===== config.mk =====
export PLATFORM = sky130hd
export DESIGN_NAME = hvt_div_cell
export DESIGN_NICKNAME = d
export VERILOG_FILES = /design/src/rtl/hvt_div_cell.sv
export SDC_FILE = /design/constraint.sdc
export NUM_CORES = 1
export LEC_CHECK = 0
export ABC_CLOCK_PERIOD_IN_PS = 1630
export BUFFER_PORTS_ARGS = -buffer_cell sky130_fd_sc_hd__buf_2
export CAP_MARGIN = 20
export CORE_AREA = 2 2 217 219
export DETAILED_ROUTE_END_ITERATION = 10
export DIE_AREA = 0 0 219 221
export PLACE_DENSITY = 0.57
export SLEW_MARGIN = 20
export SYNTH_ARGS = -nofsm -noshare
export SYNTH_HDL_FRONTEND = slang
export SYNTH_SLANG_ARGS = --single-unit

===== constraint.sdc =====
create_clock -name clk_i -period 1.63 [get_ports clk_i]
set_input_delay 0.326 -clock clk_i [delete_from_list [all_inputs] [get_ports clk_i]]
set_output_delay 0.326 -clock clk_i [all_outputs]
set_load 0.02 [all_outputs]

===== src/rtl/hvt_div_cell.sv =====
// One restoring-division cell: develops one quotient bit per cycle while en_i is high and hands on.
module hvt_div_cell #(
  parameter int unsigned NumW = 100,
  parameter int unsigned DenW = 66,
  parameter int unsigned SideW = 8
) (
  input  logic             clk_i,
  input  logic             rst_ni,
  input  logic             en_i,
  input  logic             valid_i,
  input  logic [NumW-1:0]  rem_i,
  input  logic [NumW-1:0]  quo_i,
  input  logic [DenW-1:0]  den_i,
  input  logic [SideW-1:0] side_i,
  output logic             valid_o,
  output logic [NumW-1:0]  rem_o,
  output logic [NumW-1:0]  quo_o,
  output logic [DenW-1:0]  den_o,
  output logic [SideW-1:0] side_o
);

  logic [NumW:0]    trial;
  logic [NumW-1:0]  rem_d, rem_q, quo_d, quo_q;
  logic [DenW-1:0]  den_q;
  logic [SideW-1:0] side_q;
  logic             valid_q;

  always_comb begin
    trial = {rem_i, quo_i[NumW-1]} - {{(NumW + 1 - DenW){1'b0}}, den_i};
    if (!trial[NumW]) begin
      rem_d = trial[NumW-1:0];
      quo_d = {quo_i[NumW-2:0], 1'b1};
    end else begin
      rem_d = {rem_i[NumW-2:0], quo_i[NumW-1]};
      quo_d = {quo_i[NumW-2:0], 1'b0};
    end
  end

  always_ff @(posedge clk_i or negedge rst_ni) begin
    if (!rst_ni) begin
      valid_q <= 1'b0;
    end else if (en_i) begin
      valid_q <= valid_i;
    end
  end

  always_ff @(posedge clk_i) begin
    if (en_i) begin
      rem_q  <= rem_d;
      quo_q  <= quo_d;
      den_q  <= den_i;
      side_q <= side_i;
    end
  end

  assign valid_o = valid_q;
  assign rem_o   = rem_q;
  assign quo_o   = quo_q;
  assign den_o   = den_q;
  assign side_o  = side_q;

endmodule


==> impl_metrics.prom <==
# TYPE chip_impl_metric gauge
chip_impl_info{name="run_status",value="complete, but fails checks"} 1
chip_impl_info{name="failed_checks",value="negative setup slack"} 1
chip_impl_metric{name="net_count_after_synthesis",unit=""} 1648
chip_impl_metric{name="drt-total-wl",unit="um"} 62500
chip_impl_metric{name="gp_routability_congestion",unit=""} 0.924
chip_impl_metric{name="internal_power",unit="mW"} 15.6
chip_impl_metric{name="layout.core_utilization",unit="%"} 56.5
chip_impl_metric{name="clk_pin_slew_worst_paths",unit="ns"} 0.07
chip_impl_metric{name="antenna_violating_nets_post_route",unit=""} 0
chip_impl_metric{name="synth_cells",unit=""} 1303
chip_impl_metric{name="synthArstFlopShare",unit="%"} 0.364
chip_impl_metric{name="power.switching",unit="mW"} 6.86
chip_impl_metric{name="fin_worst_skew",unit="ns"} 0
chip_impl_metric{name="critPathMaxStageDelay",unit="ns"} 0.37
chip_impl_metric{name="finalHoldViolCount",unit=""} 0
chip_impl_metric{name="pin_count_of_the_biggest_net_entering_global_routing",unit=""} 45
chip_impl_info{name="timing.rr.start",value="valid_o"} 1
chip_impl_metric{name="detailed_route_via_count",unit=""} 15200
chip_impl_metric{name="sw_frac_of_total",unit="%"} 30.5
chip_impl_metric{name="max_slew.worst_pin.slew",unit="ns"} 0.746
chip_impl_metric{name="multiInputGateArea",unit="um2"} 6810
chip_impl_metric{name="drt-pass1-iter-count",unit=""} 4
chip_impl_info{name="yosys-top-cells-area",value="sky130_fd_sc_hd__edfxtp_1 (57%), sky130_fd_sc_hd__ha_1 (5.7%), sky130_fd_sc_hd__o21ai_0 (4.1%)"} 1
chip_impl_metric{name="cts-htree-levels",unit=""} 1
chip_impl_metric{name="grt_pass1_wl",unit="um"} 90900
chip_impl_metric{name="cts_buffers",unit=""} 31
chip_impl_metric{name="fill_cell_total_of_the_finished_layout",unit=""} 3951
chip_impl_metric{name="hold_slack",unit="ns"} 0.0249
chip_impl_metric{name="layout.cells.non_filler",unit=""} 3140
chip_impl_metric{name="post-route-worst-setup-slack",unit="ns"} -1.28
chip_impl_metric{name="dpl.cell_count",unit=""} 2839
chip_impl_metric{name="synth_seq_cells",unit=""} 275
chip_impl_metric{name="worstPathArrival",unit="ns"} 3.23
chip_impl_metric{name="post_place_cell_area",unit="um2"} 21200
chip_impl_metric{name="finalSetupTns",unit="ns"} -119.07
chip_impl_metric{name="static-leakage-power",unit="nW"} 11.6
chip_impl_metric{name="worstHoldPathCells",unit=""} 2
chip_impl_metric{name="initial_cell_density_of_the_core",unit="%"} 31.4
chip_impl_metric{name="skew_pair_late_insertion_delay",unit="ns"} 0.59
chip_impl_metric{name="first_global_vias",unit=""} 16000
chip_impl_metric{name="post-route-min-period",unit="ns"} 2.91
chip_impl_metric{name="mappedNetlistArea",unit="um2"} 14500
chip_impl_info{name="path_class",value="in -> reg"} 1
chip_impl_metric{name="place_hpwl",unit="um"} 46500
chip_impl_info{name="critical_path.cell_chain",value="buf_12, inv_12, ha_4, inv_2, fa_2, a21oi_2, o22ai_2, a2111oi_4, buf_6, nor4_4, nor3_2, nand3_2, xnor2_4, buf_4, buf_6, buf_12, bufbuf_16, o21ai_0"} 1
chip_impl_metric{name="synthToLayoutAreaGrowth",unit="%"} 79.8
chip_impl_metric{name="place.port_buffers",unit=""} 552
chip_impl_metric{name="grt_use_total",unit="%"} 24.5
chip_impl_metric{name="power.share.combinational",unit="%"} 30.1
chip_impl_metric{name="clk_sinks",unit=""} 275
chip_impl_metric{name="synth_enable_flop_cells",unit=""} 274
chip_impl_info{name="slowest_stage",value="sky130_fd_sc_hd__fa_2"} 1
chip_impl_metric{name="clk_path_buf_depth",unit=""} 3
chip_impl_metric{name="ir_drop",unit="mV"} 0.831
chip_impl_info{name="ys_dominant_reg_cell",value="sky130_fd_sc_hd__edfxtp_1"} 1
chip_impl_metric{name="final-seq-area",unit="um2"} 8250
chip_impl_metric{name="avgSynthCellArea",unit="um2"} 11.1
chip_impl_info{name="clock_root_buffer",value="sky130_fd_sc_hd__clkbuf_16"} 1
chip_impl_metric{name="powerDensity",unit="nW/um2"} 865
chip_impl_metric{name="required",unit="ns"} 1.96
chip_impl_metric{name="placement_rows",unit=""} 79
chip_impl_info{name="timing.critical_path.max_delay_family",value="buffers and inverters"} 1
chip_impl_metric{name="fp.dieW",unit="um"} 219
chip_impl_metric{name="core_region_area",unit="um2"} 46100
chip_impl_metric{name="reg2regPathDepth",unit=""} 1
chip_impl_metric{name="power_frac_clock",unit="%"} 31.0
chip_impl_metric{name="slew_headroom",unit="%"} 49.7
chip_impl_info{name="post-synth-top-area-cell",value="sky130_fd_sc_hd__edfxtp_1"} 1
chip_impl_metric{name="synth_top_area_share",unit="%"} 56.9
chip_impl_metric{name="max_cap_violations",unit=""} 0
chip_impl_metric{name="floorplan.io_pins",unit=""} 553
chip_impl_metric{name="total_congestion_overflow",unit=""} 0
chip_impl_metric{name="drive_gt1_share",unit="%"} 50.9
chip_impl_metric{name="synth-seq-area-share",unit="%"} 57.0
chip_impl_info{name="reg2reg_to",value="valid_o"} 1
chip_impl_metric{name="yosysUniqueCellTypes",unit=""} 71
chip_impl_metric{name="post-route-period-util",unit="%"} 178
chip_impl_info{name="min-delay-start",value="den_i[64]"} 1
chip_impl_metric{name="timing.critical_path.fanout_max",unit=""} 14
chip_impl_info{name="hold_path.class",value="in -> reg"} 1
chip_impl_metric{name="drc_errors",unit=""} 0
chip_impl_metric{name="dieArea",unit="um2"} 48400
chip_impl_metric{name="initial_antenna_violation_count",unit=""} 12
chip_impl_metric{name="timing.final.setup_violations",unit=""} 101
chip_impl_metric{name="placement.setup.worst_slack",unit="ns"} -2.11
chip_impl_metric{name="synth_warnings",unit=""} 0
chip_impl_metric{name="worst-r2r-setup-slack",unit="ns"} 0.89
chip_impl_info{name="holdPathEnd",value="den_o[64]"} 1
chip_impl_metric{name="drv_slew",unit=""} 0
chip_impl_metric{name="post_drt_wl_per_cell",unit="um"} 19.9
chip_impl_metric{name="initialDrtViolationCount",unit=""} 834
chip_impl_metric{name="cp_num_buf_inv",unit=""} 8
chip_impl_info{name="cts_tree",value="built"} 1
chip_impl_info{name="grt_setup_unrepaired",value="true"} 1
chip_impl_metric{name="post-route-cell-area",unit="um2"} 26000
chip_impl_metric{name="seqPwrFrac",unit="%"} 38.9
chip_impl_metric{name="dr_vias_cell",unit=""} 4.85
chip_impl_metric{name="layout.nets",unit=""} 2847
chip_impl_info{name="timing.critical_path.to_type",value="flop"} 1
chip_impl_metric{name="finalPower",unit="mW"} 22.5
chip_impl_metric{name="dieHeight",unit="um"} 221
chip_impl_metric{name="fmax",unit="MHz"} 344
chip_impl_info{name="start_kind",value="primary input"} 1
area by class of cell:
type | count | area share [%]
Timing Repair Buffer | 1219 | 33.9
Sequential cell | 275 | 31.7
Multi-Input combinational cell | 886 | 26.2
Clock buffer | 34 | 3.03
Tap cell | 607 | 2.92
Inverter | 89 | 1.36
Clock inverter | 24 | 0.832
Antenna cell | 6 | 0.0577
power by group through the flow:
| stage | sequential, mW | combinational, mW | clock (mW) |
|---|---|---|---|
| 2_1_floorplan | 9.69 | 1.70 | 0 |
| 3_3_place_gp | 8.87 | 5.56 | 0 |
| 3_5_place_dp | 8.88 | 5.61 | 0 |
| 4_1_cts | 8.74 | 6.49 | 7.09 |
| 5_1_grt | 8.80 | 7.22 | 7.40 |
| 6_report | 8.76 | 6.77 | 6.97 |
per-layer routing:
| layer | vias to the layer above | part of all wire (%) | global-route usage [%] |
|---|---|---|---|
| met4 | 4 | 4.5 | 10.3 |
| met5 | - | 0.053 | 0 |
| met3 | 136 | 5.9 | 4.01 |
| met1 | 7303 | 37 | 26.7 |
| met2 | 560 | 52 | 46.2 |
| li1 | 7218 | - | - |
how the worst max path moves through the flow:
stage	start	endpoint	slack, ns	depth (start not counted)
2_1_floorplan	quo_i[99]	rem_o[86]	-1.62	15
5_1_grt	quo_i[99]	rem_o[94]	-1.41	17
3_5_place_dp	quo_i[99]	rem_o[96]	-2.11	16
4_1_cts	quo_i[99]	rem_o[96]	-1.29	16
3_3_place_gp	quo_i[99]	rem_o[96]	-2.02	17
6_report	quo_i[99]	rem_o[15]	-1.28	18
what timing repair did:
action	CTS	global route
pin swaps	74	58
hold buffers	172	1
setup endpoints to repair	101	101
setup buffers	43	23
gates cloned	15	0
hold endpoints to repair	174	1
resized for setup	211	134
registers in the layout (all words and copies together) (netlist names):
signal and count:
den_o 66, rem_o 100, quo_o 100, side_o 8, valid_o 1
Yosys cell counts (all sizes together) (5+ instances only):
cell,n
o21ai,123
a211oi,6
xnor2,54
o31ai,8
or4,5
o21bai,19
a21oi,97
nor2b,9
ha,66
a31oi,7
a21o,23
nand3,23
or3,16
edfxtp,274
nor3,33
nand4,40
and2,5
nand2,151
nor2,71
nor4,22
o21a,10
buf,32
clkbuf,21
inv,89
xor2,41
cells in the final DEF (no fill, tap or decap), types with 5 or more instances in the layout:
cell type / synthesis / layout
sky130_fd_sc_hd__buf_2: 26 / 548
sky130_fd_sc_hd__buf_4: 5 / 434
sky130_fd_sc_hd__edfxtp_1: 274 / 274
sky130_fd_sc_hd__dlygate4sd3_1: 0 / 173
sky130_fd_sc_hd__nand2_1: 151 / 111
sky130_fd_sc_hd__a21oi_1: 97 / 84
sky130_fd_sc_hd__inv_1: 88 / 83
sky130_fd_sc_hd__o21ai_0: 119 / 70
sky130_fd_sc_hd__nor2_1: 71 / 64
sky130_fd_sc_hd__ha_1: 66 / 52
sky130_fd_sc_hd__xnor2_1: 53 / 46
sky130_fd_sc_hd__nand4_1: 39 / 39
sky130_fd_sc_hd__xor2_1: 41 / 39
sky130_fd_sc_hd__o21ai_2: 0 / 32
sky130_fd_sc_hd__clkbuf_16: 0 / 31
sky130_fd_sc_hd__nand2_4: 0 / 28
sky130_fd_sc_hd__buf_6: 1 / 28
sky130_fd_sc_hd__a21o_1: 23 / 23
sky130_fd_sc_hd__nor3_1: 33 / 22
sky130_fd_sc_hd__o21ai_1: 4 / 20
sky130_fd_sc_hd__o21bai_1: 19 / 19
sky130_fd_sc_hd__buf_12: 0 / 19
sky130_fd_sc_hd__nand3_1: 21 / 18
sky130_fd_sc_hd__or3_1: 15 / 14
sky130_fd_sc_hd__nand2_2: 0 / 12
sky130_fd_sc_hd__a21oi_2: 0 / 11
sky130_fd_sc_hd__nor4_1: 16 / 11
sky130_fd_sc_hd__ha_4: 0 / 10
sky130_fd_sc_hd__clkinv_1: 0 / 10
sky130_fd_sc_hd__nor2b_1: 9 / 9
sky130_fd_sc_hd__o21a_1: 10 / 9
sky130_fd_sc_hd__nor4_4: 1 / 9
sky130_fd_sc_hd__buf_16: 0 / 8
sky130_fd_sc_hd__buf_8: 0 / 7
sky130_fd_sc_hd__diode_2: 0 / 6
sky130_fd_sc_hd__a31oi_1: 7 / 6
sky130_fd_sc_hd__nor3_2: 0 / 6
sky130_fd_sc_hd__xnor2_2: 1 / 6
sky130_fd_sc_hd__nor3_4: 0 / 5
kinds of logic (layout without fill, tap and decap cells):
family | after synthesis | count (layout) | share of synthesized area (%)
AOI/OAI and AO/OA | 327 | 327 | 13.6
adders and majority gates | 67 | 67 | 5.85
xor gates and xnor gates | 95 | 95 | 5.80
DFF | 275 | 275 | 57.0
muxes | 3 | 3 | 0.216
buffers and inverters | 142 | 1366 | 4.09
other | 0 | 6 | 0
and+or+nand+nor | 394 | 394 | 13.4
(Power assumes the default switching activity.)
